$ cat config.mk
export PLATFORM = sky130hd
export DESIGN_NAME = rv32i_decode_forward
export DESIGN_NICKNAME = d
export VERILOG_FILES = /design/src/rtl/rvdf_pkg.sv /design/src/rtl/rvdf_decode.sv /design/src/rtl/rvdf_fwd.sv /design/src/rtl/rv32i_decode_forward.sv
export SDC_FILE = /design/constraint.sdc
export NUM_CORES = 1
export LEC_CHECK = 0
export BUFFER_PORTS_ARGS = -buffer_cell sky130_fd_sc_hd__buf_2
export CORE_UTILIZATION = 58
export DETAILED_ROUTE_END_ITERATION = 10
export PLACE_DENSITY = 0.85
export SLEW_MARGIN = 30
export SYNTH_ARGS = -nofsm -noshare
export SYNTH_HDL_FRONTEND = slang
export SYNTH_SLANG_ARGS = --single-unit
$ cat constraint.sdc
create_clock -name clk -period 36.3 [get_ports clk]
set_input_delay 7.26 -clock clk [delete_from_list [all_inputs] [get_ports clk]]
set_output_delay 7.26 -clock clk [all_outputs]
set_load 0.05 [all_outputs]
$ cat src/rtl/rvdf_pkg.sv
// Package with opcodes, format codes and transaction types of the decode stage.
package rvdf_pkg;

  // Major opcodes
  localparam logic [6:0] OP_LUI    = 7'b0110111;
  localparam logic [6:0] OP_AUIPC  = 7'b0010111;
  localparam logic [6:0] OP_JAL    = 7'b1101111;
  localparam logic [6:0] OP_JALR   = 7'b1100111;
  localparam logic [6:0] OP_LOAD   = 7'b0000011;
  localparam logic [6:0] OP_OPIMM  = 7'b0010011;
  localparam logic [6:0] OP_BRANCH = 7'b1100011;
  localparam logic [6:0] OP_STORE  = 7'b0100011;
  localparam logic [6:0] OP_OP     = 7'b0110011;

  // Instruction format codes
  typedef enum logic [2:0] {
    FMT_NONE = 3'd0,
    FMT_U    = 3'd1,
    FMT_J    = 3'd2,
    FMT_I    = 3'd3,
    FMT_B    = 3'd4,
    FMT_S    = 3'd5,
    FMT_R    = 3'd6
  } fmt_t;

  // Input transaction
  typedef struct packed {
    logic [31:0] instr;
    logic [31:0] pc;
    logic [31:0] rf_val1;
    logic [31:0] rf_val2;
    logic [4:0]  exe_dest;
    logic [6:0]  exe_op;
    logic [31:0] exe_value;
    logic [4:0]  mem_dest;
    logic [6:0]  mem_op;
    logic [31:0] mem_value;
  } in_item_t;

  // Result transaction
  typedef struct packed {
    logic [2:0]         format;
    logic [6:0]         opcode_out;
    logic [2:0]         funct3_out;
    logic [6:0]         funct7_out;
    logic [4:0]         dest_reg;
    logic [4:0]         src1_reg;
    logic [4:0]         src2_reg;
    logic signed [31:0] immediate;
    logic [31:0]        operand1;
    logic [31:0]        operand2;
    logic               redirect;
    logic [31:0]        target;
  } out_item_t;

  // Decoder output toward the operand and target logic
  typedef struct packed {
    fmt_t        fmt;
    logic [2:0]  funct3;
    logic [6:0]  funct7;
    logic [4:0]  rd;
    logic [4:0]  rs1;
    logic [4:0]  rs2;
    logic [31:0] imm;
    logic        has_rs1;
    logic        has_rs2;
    logic        is_jal;
    logic        is_jalr;
  } dec_t;

  // Bypass sources from the later pipeline stages
  typedef struct packed {
    logic [4:0]  exe_dest;
    logic [6:0]  exe_op;
    logic [31:0] exe_value;
    logic [4:0]  mem_dest;
    logic [6:0]  mem_op;
    logic [31:0] mem_value;
  } byp_t;

endpackage

$ cat src/rtl/rvdf_decode.sv
// Instruction decoder: format, register fields and sign-extended immediate.
module rvdf_decode (
  input  logic [31:0]   instr,
  output rvdf_pkg::dec_t dec
);
  import rvdf_pkg::*;

  logic [6:0] op;

  assign op = instr[6:0];

  // Decode fields per format; fields a format lacks stay zero
  always_comb begin
    dec = '0;
    dec.fmt = FMT_NONE;
    unique case (op) inside
      OP_LUI, OP_AUIPC: begin
        dec.fmt = FMT_U;
        dec.rd  = instr[11:7];
        dec.imm = {instr[31:12], 12'b0};
      end
      OP_JAL: begin
        dec.fmt    = FMT_J;
        dec.rd     = instr[11:7];
        dec.imm    = {{11{instr[31]}}, instr[31], instr[19:12], instr[20],
                      instr[30:21], 1'b0};
        dec.is_jal = 1'b1;
      end
      OP_JALR, OP_LOAD, OP_OPIMM: begin
        dec.fmt     = FMT_I;
        dec.rd      = instr[11:7];
        dec.funct3  = instr[14:12];
        dec.rs1     = instr[19:15];
        dec.has_rs1 = 1'b1;
        dec.imm     = {{20{instr[31]}}, instr[31:20]};
        dec.is_jalr = (op == OP_JALR);
      end
      OP_BRANCH: begin
        dec.fmt     = FMT_B;
        dec.funct3  = instr[14:12];
        dec.rs1     = instr[19:15];
        dec.rs2     = instr[24:20];
        dec.has_rs1 = 1'b1;
        dec.has_rs2 = 1'b1;
        dec.imm     = {{19{instr[31]}}, instr[31], instr[7], instr[30:25],
                       instr[11:8], 1'b0};
      end
      OP_STORE: begin
        dec.fmt     = FMT_S;
        dec.funct3  = instr[14:12];
        dec.rs1     = instr[19:15];
        dec.rs2     = instr[24:20];
        dec.has_rs1 = 1'b1;
        dec.has_rs2 = 1'b1;
        dec.imm     = {{20{instr[31]}}, instr[31:25], instr[11:7]};
      end
      OP_OP: begin
        dec.fmt     = FMT_R;
        dec.rd      = instr[11:7];
        dec.funct3  = instr[14:12];
        dec.funct7  = instr[31:25];
        dec.rs1     = instr[19:15];
        dec.rs2     = instr[24:20];
        dec.has_rs1 = 1'b1;
        dec.has_rs2 = 1'b1;
      end
      default: begin
        dec = '0;
      end
    endcase
  end

endmodule

$ cat src/rtl/rvdf_fwd.sv
// Operand bypass mux for one source register.
module rvdf_fwd (
  input  logic [4:0]     src_idx,
  input  logic [31:0]    rf_val,
  input  rvdf_pkg::byp_t byp,
  output logic [31:0]    operand
);
  import rvdf_pkg::*;

  logic exe_hit;
  logic mem_hit;

  // Branches and stores write no register, so they never match
  assign exe_hit = (src_idx == byp.exe_dest) &&
                   (byp.exe_op != OP_BRANCH) && (byp.exe_op != OP_STORE);
  assign mem_hit = (src_idx == byp.mem_dest) &&
                   (byp.mem_op != OP_BRANCH) && (byp.mem_op != OP_STORE);

  // Pick EXE first, then MEM; a load in EXE keeps the register file value
  always_comb begin
    if (src_idx == 5'd0) begin
      operand = rf_val;
    end else if (exe_hit) begin
      operand = (byp.exe_op == OP_LOAD) ? rf_val : byp.exe_value;
    end else if (mem_hit) begin
      operand = byp.mem_value;
    end else begin
      operand = rf_val;
    end
  end

endmodule

$ cat src/rtl/rv32i_decode_forward.sv
// Top level of the RV32I decode stage with operand forwarding.
//
// Input channel in_valid/in_stall/in_data carries one instruction with its
// PC, register file reads and the EXE and MEM bypass sources. Output channel
// out_valid/out_stall/out_data carries the decoded fields, forwarded
// operands and the jump redirect. A transaction moves at a rising edge where
// valid is high and stall is low.
//
// Two register stages: an input register and a result register, with the
// decoder, bypass muxes and the target adder between them. A transaction
// passes the input register, then the result register, to the output;
// throughput is one transaction per cycle while out_stall is low. The
// input register refills while the result register is being drained.
//
// Reset (rst_n low, synchronous) empties both stages. When the receiver
// stalls, the result register holds its transaction; a second transaction
// waits in the input register, and only then is in_stall raised.
module rv32i_decode_forward (
  input  logic                clk,
  input  logic                rst_n,
  input  logic                in_valid,
  output logic                in_stall,
  input  rvdf_pkg::in_item_t  in_data,
  output logic                out_valid,
  input  logic                out_stall,
  output rvdf_pkg::out_item_t out_data
);
  import rvdf_pkg::*;

  logic        s1_valid_r;
  logic        s1_valid_nxt;
  in_item_t    s1_data_r;
  logic        out_valid_r;
  logic        out_valid_nxt;
  out_item_t   out_data_r;
  out_item_t   res_nxt;
  logic        in_acc;
  logic        s1_adv;
  logic        out_acc;
  dec_t        dec;
  byp_t        byp;
  logic [31:0] fwd1;
  logic [31:0] fwd2;
  logic [31:0] opnd1;
  logic [31:0] opnd2;
  logic [31:0] tgt_base;
  logic [31:0] tgt_sum;

  // Handshake
  assign out_acc   = out_valid_r && !out_stall;
  assign s1_adv    = s1_valid_r && (!out_valid_r || !out_stall);
  assign in_stall  = s1_valid_r && out_valid_r && out_stall;
  assign in_acc    = in_valid && !in_stall;
  assign out_valid = out_valid_r;
  assign out_data  = out_data_r;

  // Decode the held instruction
  rvdf_decode u_decode (
    .instr (s1_data_r.instr),
    .dec   (dec)
  );

  assign byp.exe_dest  = s1_data_r.exe_dest;
  assign byp.exe_op    = s1_data_r.exe_op;
  assign byp.exe_value = s1_data_r.exe_value;
  assign byp.mem_dest  = s1_data_r.mem_dest;
  assign byp.mem_op    = s1_data_r.mem_op;
  assign byp.mem_value = s1_data_r.mem_value;

  // Forward both source operands
  rvdf_fwd u_fwd1 (
    .src_idx (dec.rs1),
    .rf_val  (s1_data_r.rf_val1),
    .byp     (byp),
    .operand (fwd1)
  );

  rvdf_fwd u_fwd2 (
    .src_idx (dec.rs2),
    .rf_val  (s1_data_r.rf_val2),
    .byp     (byp),
    .operand (fwd2)
  );

  assign opnd1 = dec.has_rs1 ? fwd1 : 32'd0;
  assign opnd2 = dec.has_rs2 ? fwd2 : 32'd0;

  // Jump target: PC-relative for JAL, register-relative for JALR
  assign tgt_base = dec.is_jalr ? opnd1 : s1_data_r.pc;
  assign tgt_sum  = tgt_base + dec.imm;

  // Assemble the result transaction
  always_comb begin
    res_nxt            = '0;
    res_nxt.format     = dec.fmt;
    res_nxt.opcode_out = s1_data_r.instr[6:0];
    res_nxt.funct3_out = dec.funct3;
    res_nxt.funct7_out = dec.funct7;
    res_nxt.dest_reg   = dec.rd;
    res_nxt.src1_reg   = dec.rs1;
    res_nxt.src2_reg   = dec.rs2;
    res_nxt.immediate  = signed'(dec.imm);
    res_nxt.operand1   = opnd1;
    res_nxt.operand2   = opnd2;
    res_nxt.redirect   = dec.is_jal || dec.is_jalr;
    if (dec.is_jalr) begin
      res_nxt.target = {tgt_sum[31:1], 1'b0};
    end else if (dec.is_jal) begin
      res_nxt.target = tgt_sum;
    end else begin
      res_nxt.target = 32'd0;
    end
  end

  // Next valid flags: fill on accept, drain on advance
  always_comb begin
    s1_valid_nxt = s1_valid_r;
    if (in_acc) begin
      s1_valid_nxt = 1'b1;
    end else if (s1_adv) begin
      s1_valid_nxt = 1'b0;
    end
    out_valid_nxt = out_valid_r;
    if (s1_adv) begin
      out_valid_nxt = 1'b1;
    end else if (out_acc) begin
      out_valid_nxt = 1'b0;
    end
  end

  // Control registers
  always_ff @(posedge clk) begin
    if (!rst_n) begin
      s1_valid_r  <= 1'b0;
      out_valid_r <= 1'b0;
    end else begin
      s1_valid_r  <= s1_valid_nxt;
      out_valid_r <= out_valid_nxt;
    end
  end

  // Payload registers: load on transaction, hold otherwise
  always_ff @(posedge clk) begin
    if (in_acc) begin
      s1_data_r <= in_data;
    end
    if (s1_adv) begin
      out_data_r <= res_nxt;
    end
  end

endmodule

Word-level counts from Yosys, hierarchy flattened
Index checks and enable logic that the tools add are counted.
W data, S select, Z words.
Word-level totals
  register bits after elaboration: 382
  bits in latches: 0
  memory bits (writable): 0
  memory bits (read-only): 0
  output and inout bits: 166
  word-level logic and storage cells: 97
  memories: 0
Operators by class
  add/sub/neg operators: 1
  multipliers: 0
  divide/modulo/power cells: 0
  magnitude comparators: 0
  equal/unequal tests: 18
  shift operators: 0
  mux-type cells: 24
  bitwise operators: 1
  reduce and logical (&&, ||, !) cells: 28
Operators with widths (count)
  $mux W32: 12
  $pmux W32 S5: 1
  $add A32 B32 Y32: 1
  $eq A7 B6 Y1 const B: 3
  $eq A7 B7 Y1 const B: 3
  $eq A5 B5 Y1: 4
  $pmux W3 S6: 1
  $eq A7 B2 Y1 const B: 2
  $eq A7 B5 Y1 const B: 2
  $ne A7 B6 Y1 const B: 2
  $ne A7 B7 Y1 const B: 2
  $logic_and A1 B1 Y1: 13
  $logic_not A5 Y1: 2
  $mux W5: 2
  $mux W1: 8
  $reduce_or A7 Y1: 1
  $reduce_or A3 Y1: 2
  $reduce_or A6 Y1: 1
  $reduce_bool A2 Y1: 2
  $reduce_or A2 Y1: 2
  $logic_not A1 Y1: 3
  $logic_or A1 B1 Y1: 2
  $not A1 Y1: 1

Depth between registers and ports, before layout
  word-level depth: 14
  mapped depth: 23

By module
A second synthesis with hierarchy kept.
Second synthesis, totals
  cells, all modules: 1213
  area, all modules: 17989.8 um^2
Modules (own cells, without submodules)
  rv32i_decode_forward: times used 1, cells an instance 818, area an instance 14436.3 um^2, seq. area each 11451.0 um^2
  rvdf_fwd: times used 2, cells an instance 136, area an instance 1366.3 um^2, seq. area each 0.0 um^2
  rvdf_decode: times used 1, cells an instance 123, area an instance 820.8 um^2, seq. area each 0.0 um^2

Least setup slack after synthesis
OpenSTA, ideal clock, no wires.
  path kind: input-to-reg
  from: in out_stall
  to: reg out_data_r, in the netlist out_data[0] (enable)
  setup time: 0.936 ns
  arrival time: 19.091 ns
  path slack: 16.273 ns
  stages on the path: 1
  cells stage by stage: a21boi_0
Between the ends
  word-level cells in the longest chain between the ends: 3
Ends and longest elaborated chain
  start, declared: line rv32i_decode_forward.sv:25  | input logic out_stall,
  $logic_not A1 Y1: line rv32i_decode_forward.sv:51  | assign s1_adv = s1_valid_r && (!out_valid_r || !out_stall);
  $logic_or A1 B1 Y1: line rv32i_decode_forward.sv:51
  $logic_and A1 B1 Y1: line rv32i_decode_forward.sv:51
  end signal, assigned: line rv32i_decode_forward.sv:148  | out_data_r <= res_nxt;
  end, declared: line rv32i_decode_forward.sv:35  | out_item_t out_data_r;
Every way passes these cells.
A chain may end at the register's enable or synchronous reset.

Final worst setup path
  from: in out_stall
  to: out in_stall
Between the ends
  word-level cells in the longest chain between the ends: 1
Ends and longest elaborated chain
  $logic_and A1 B1 Y1: line rv32i_decode_forward.sv:52  | assign in_stall = s1_valid_r && out_valid_r && out_stall;
  end, declared: line rv32i_decode_forward.sv:22  | output logic in_stall,
Every way passes these cells.

==> metrics <==
status finished clean; height of the die 170 um; final worst path period share 0.419; CTS tree yes; nets 1687; Yosys warning total 0; area leader, netlist edfxtp_1; Die ar. 28800 sq um; DIE WIDTH 170 um; CP Cell Sequence buf_2 -> and3_1 -> buf_2; Slowest cell on crit path buf_2; Worst Tran Pin Value 0.966 ns; setup slack, reg-to-reg 29.33 ns; H-Tree Depth 2; Top delay family on crit path buffers and inverters; WP data required 29.04 ns; Clock transition at path regs 0.06 ns; antenna-violating nets left 0; post-CTS sizing 0; Largest stage delay, worst path 0.30 ns; Mapped Avg Cell Area 15.6 sq um; Port Buffer Count 384; vias in the first global route 10689; static leakage 7.78 nW; Hold Path Sink out_valid; fin area 20000 sq um; layout cells sized above 1 0.383; Post-synth ARST share 0; commonest non-fill, non-tap cell in the layout buf_2; Syn-to-layout area delta 22.4%; Slew Viols, Final 0; Clock Latency Late Sink 0.53 ns; DR vias/cell 5.98; most frequent cells in the layout buf_2 (384), edfxtp_1 (379), nor2_1 (44), inv_1 (44), o21a_1 (42); HPWL Detailed 29.7 mm; CP Depth 3; global-route wire length before repair 61.6 mm; post-synthesis cell type count 80; Overall Power 1.02 mW; R2R Path Start res_nxt[157]; CP Max Fanout 3; IO Count 386; Top FF cell, synth edfxtp_1; min-delay src s1_valid_r; Syn Inst Count 1047; Core Area 27700 sq um; Layout Skew 0.0176 ns; cts bufs inserted 38; most frequent CP cell buf_2; synthesized area 16300 sq um; number of flops mapped to enable cells by yosys 379; synth top area cells edfxtp_1 (70%), a221oi_2 (2.9%), ha_1 (2.4%), mux2_2 (2.1%), o21a_1 (1.9%); FF-to-FF path depth 21; clock buffer depth 3; RSZ-0062 raised after global routing false; GRT overflow 0; drt pass-1 iters 6; clk sinks 381; Max IR drop VDD 0.0457 mV; top-area cell type share of the netlist area 0.697; Power per Cell Area 51.3 nW/um^2; WL/cell 22.8 um; crit start category input port; setup bufs post-CTS 0; RD Place Congestion 0.923; CP Capture Type output pin; Final Hold Slack 0.527 ns; largest net degree at the start of global routing 165; Critical Setup Path Class in2out; 1st-iter DRT viols 1117; Crit Reg-Reg Endpoint out_data[30]; Starting Density 0.589; # rows 61; worst rel slew slack 0.356; Total GRT Usage 0.291; vias post-DR 11083; Root Driver clkbuf_16; Max Clock Freq 0.0658 GHz; drt drc 0; Tmin final 15.20 ns; Hold Buf Count CTS 0; worst path bufs/invs 2; Worst Hold Class reg2reg; TNS Setup 0 ns; Seq/Total Area, Yosys 0.700; WP data arrival 7.94 ns; max-cap violations 0; DP Area 18600 sq um; #FFs+latches synth 381; antenna violations before repair 11; WHS Path Cells 2; final WL 42.2 mm; Fin. Hold Viols 0; Final setup viols 0; Syn Nets 1299
-- cell families after synthesis --
group | share of synthesized area
AOI/OAI and AO/OA | 0.146
xor gates and xnor gates | 0.0150
adders and majority gates | 0.0250
buffers and inverters | 0.0245
DFF | 0.700
muxes | 0.0251
and+or+nand+nor | 0.0645
-- synthesized netlist by cell type, drive strengths merged, types with 21 or more instances --
library cell / count
edfxtp: 379
mux2: 32
o22ai: 36
o221a: 32
inv: 45
nor2: 45
clkbuf: 30
a21o: 35
a21oi: 26
a221oi: 33
nor2b: 21
o21a: 42
nand2: 24
ha: 31
-- per-layer routing --
| metal | global-route usage | up-vias | share of wire |
|---|---|---|---|
| met1 | 0.379 | 5284 | 0.39 |
| met2 | 0.487 | 723 | 0.49 |
| met3 | 0.0497 | 105 | 0.088 |
| met4 | 0.116 | 2 | 0.037 |
| li1 | - | 4969 | - |
| met5 | 0 | - | 0.00019 |
-- worst min-delay path, stage by stage, from the launching register on --
cell     delay, ns
dfxtp_1       0.34
a21oi_1       0.05
nor2b_1       0.10
-- how the worst max path moves through the flow --
stage             endpoint      start
2_1_floorplan  out_data[0]  out_stall
3_3_place_gp      in_stall  out_stall
3_5_place_dp      in_stall  out_stall
4_1_cts           in_stall  out_stall
5_1_grt           in_stall  out_stall
6_report          in_stall  out_stall
-- power by group --
group	switching (mW)	total, mW	internal [mW]
registers	0.0118	0.523	0.511
clock network	0.163	0.404	0.241
logic	0.0694	0.0971	0.0277
-- area by class of cell --
cell class	count	area [sq um]
timing repair buffer	398	2040
multi-input combinational	571	4550
clock inverter	24	292
fill	1776	7730
inverter	45	169
antenna	11	27.5
clock buffer	46	1000
tap	378	473
sequential	381	11400
-- state kept, by name, summed over array words and instances (netlist names) --
signal      cells
s1_data_r     121
byp            87
res_nxt         7
out_data      164
out_valid       1
s1_valid_r      1
-- through the flow --
stage / cells / setup WS, ns / util
6_report: 1854 / 21.10 / 0.721
3_3_place_gp: 1773 / 21.13 / 0.673
3_5_place_dp: 1773 / 21.09 / 0.673
2_1_floorplan: 1047 / 16.27 / -
4_1_cts: 1843 / 21.09 / 0.720
5_1_grt: 1851 / 21.05 / 0.721
Power figures use the tool's default switching activity.
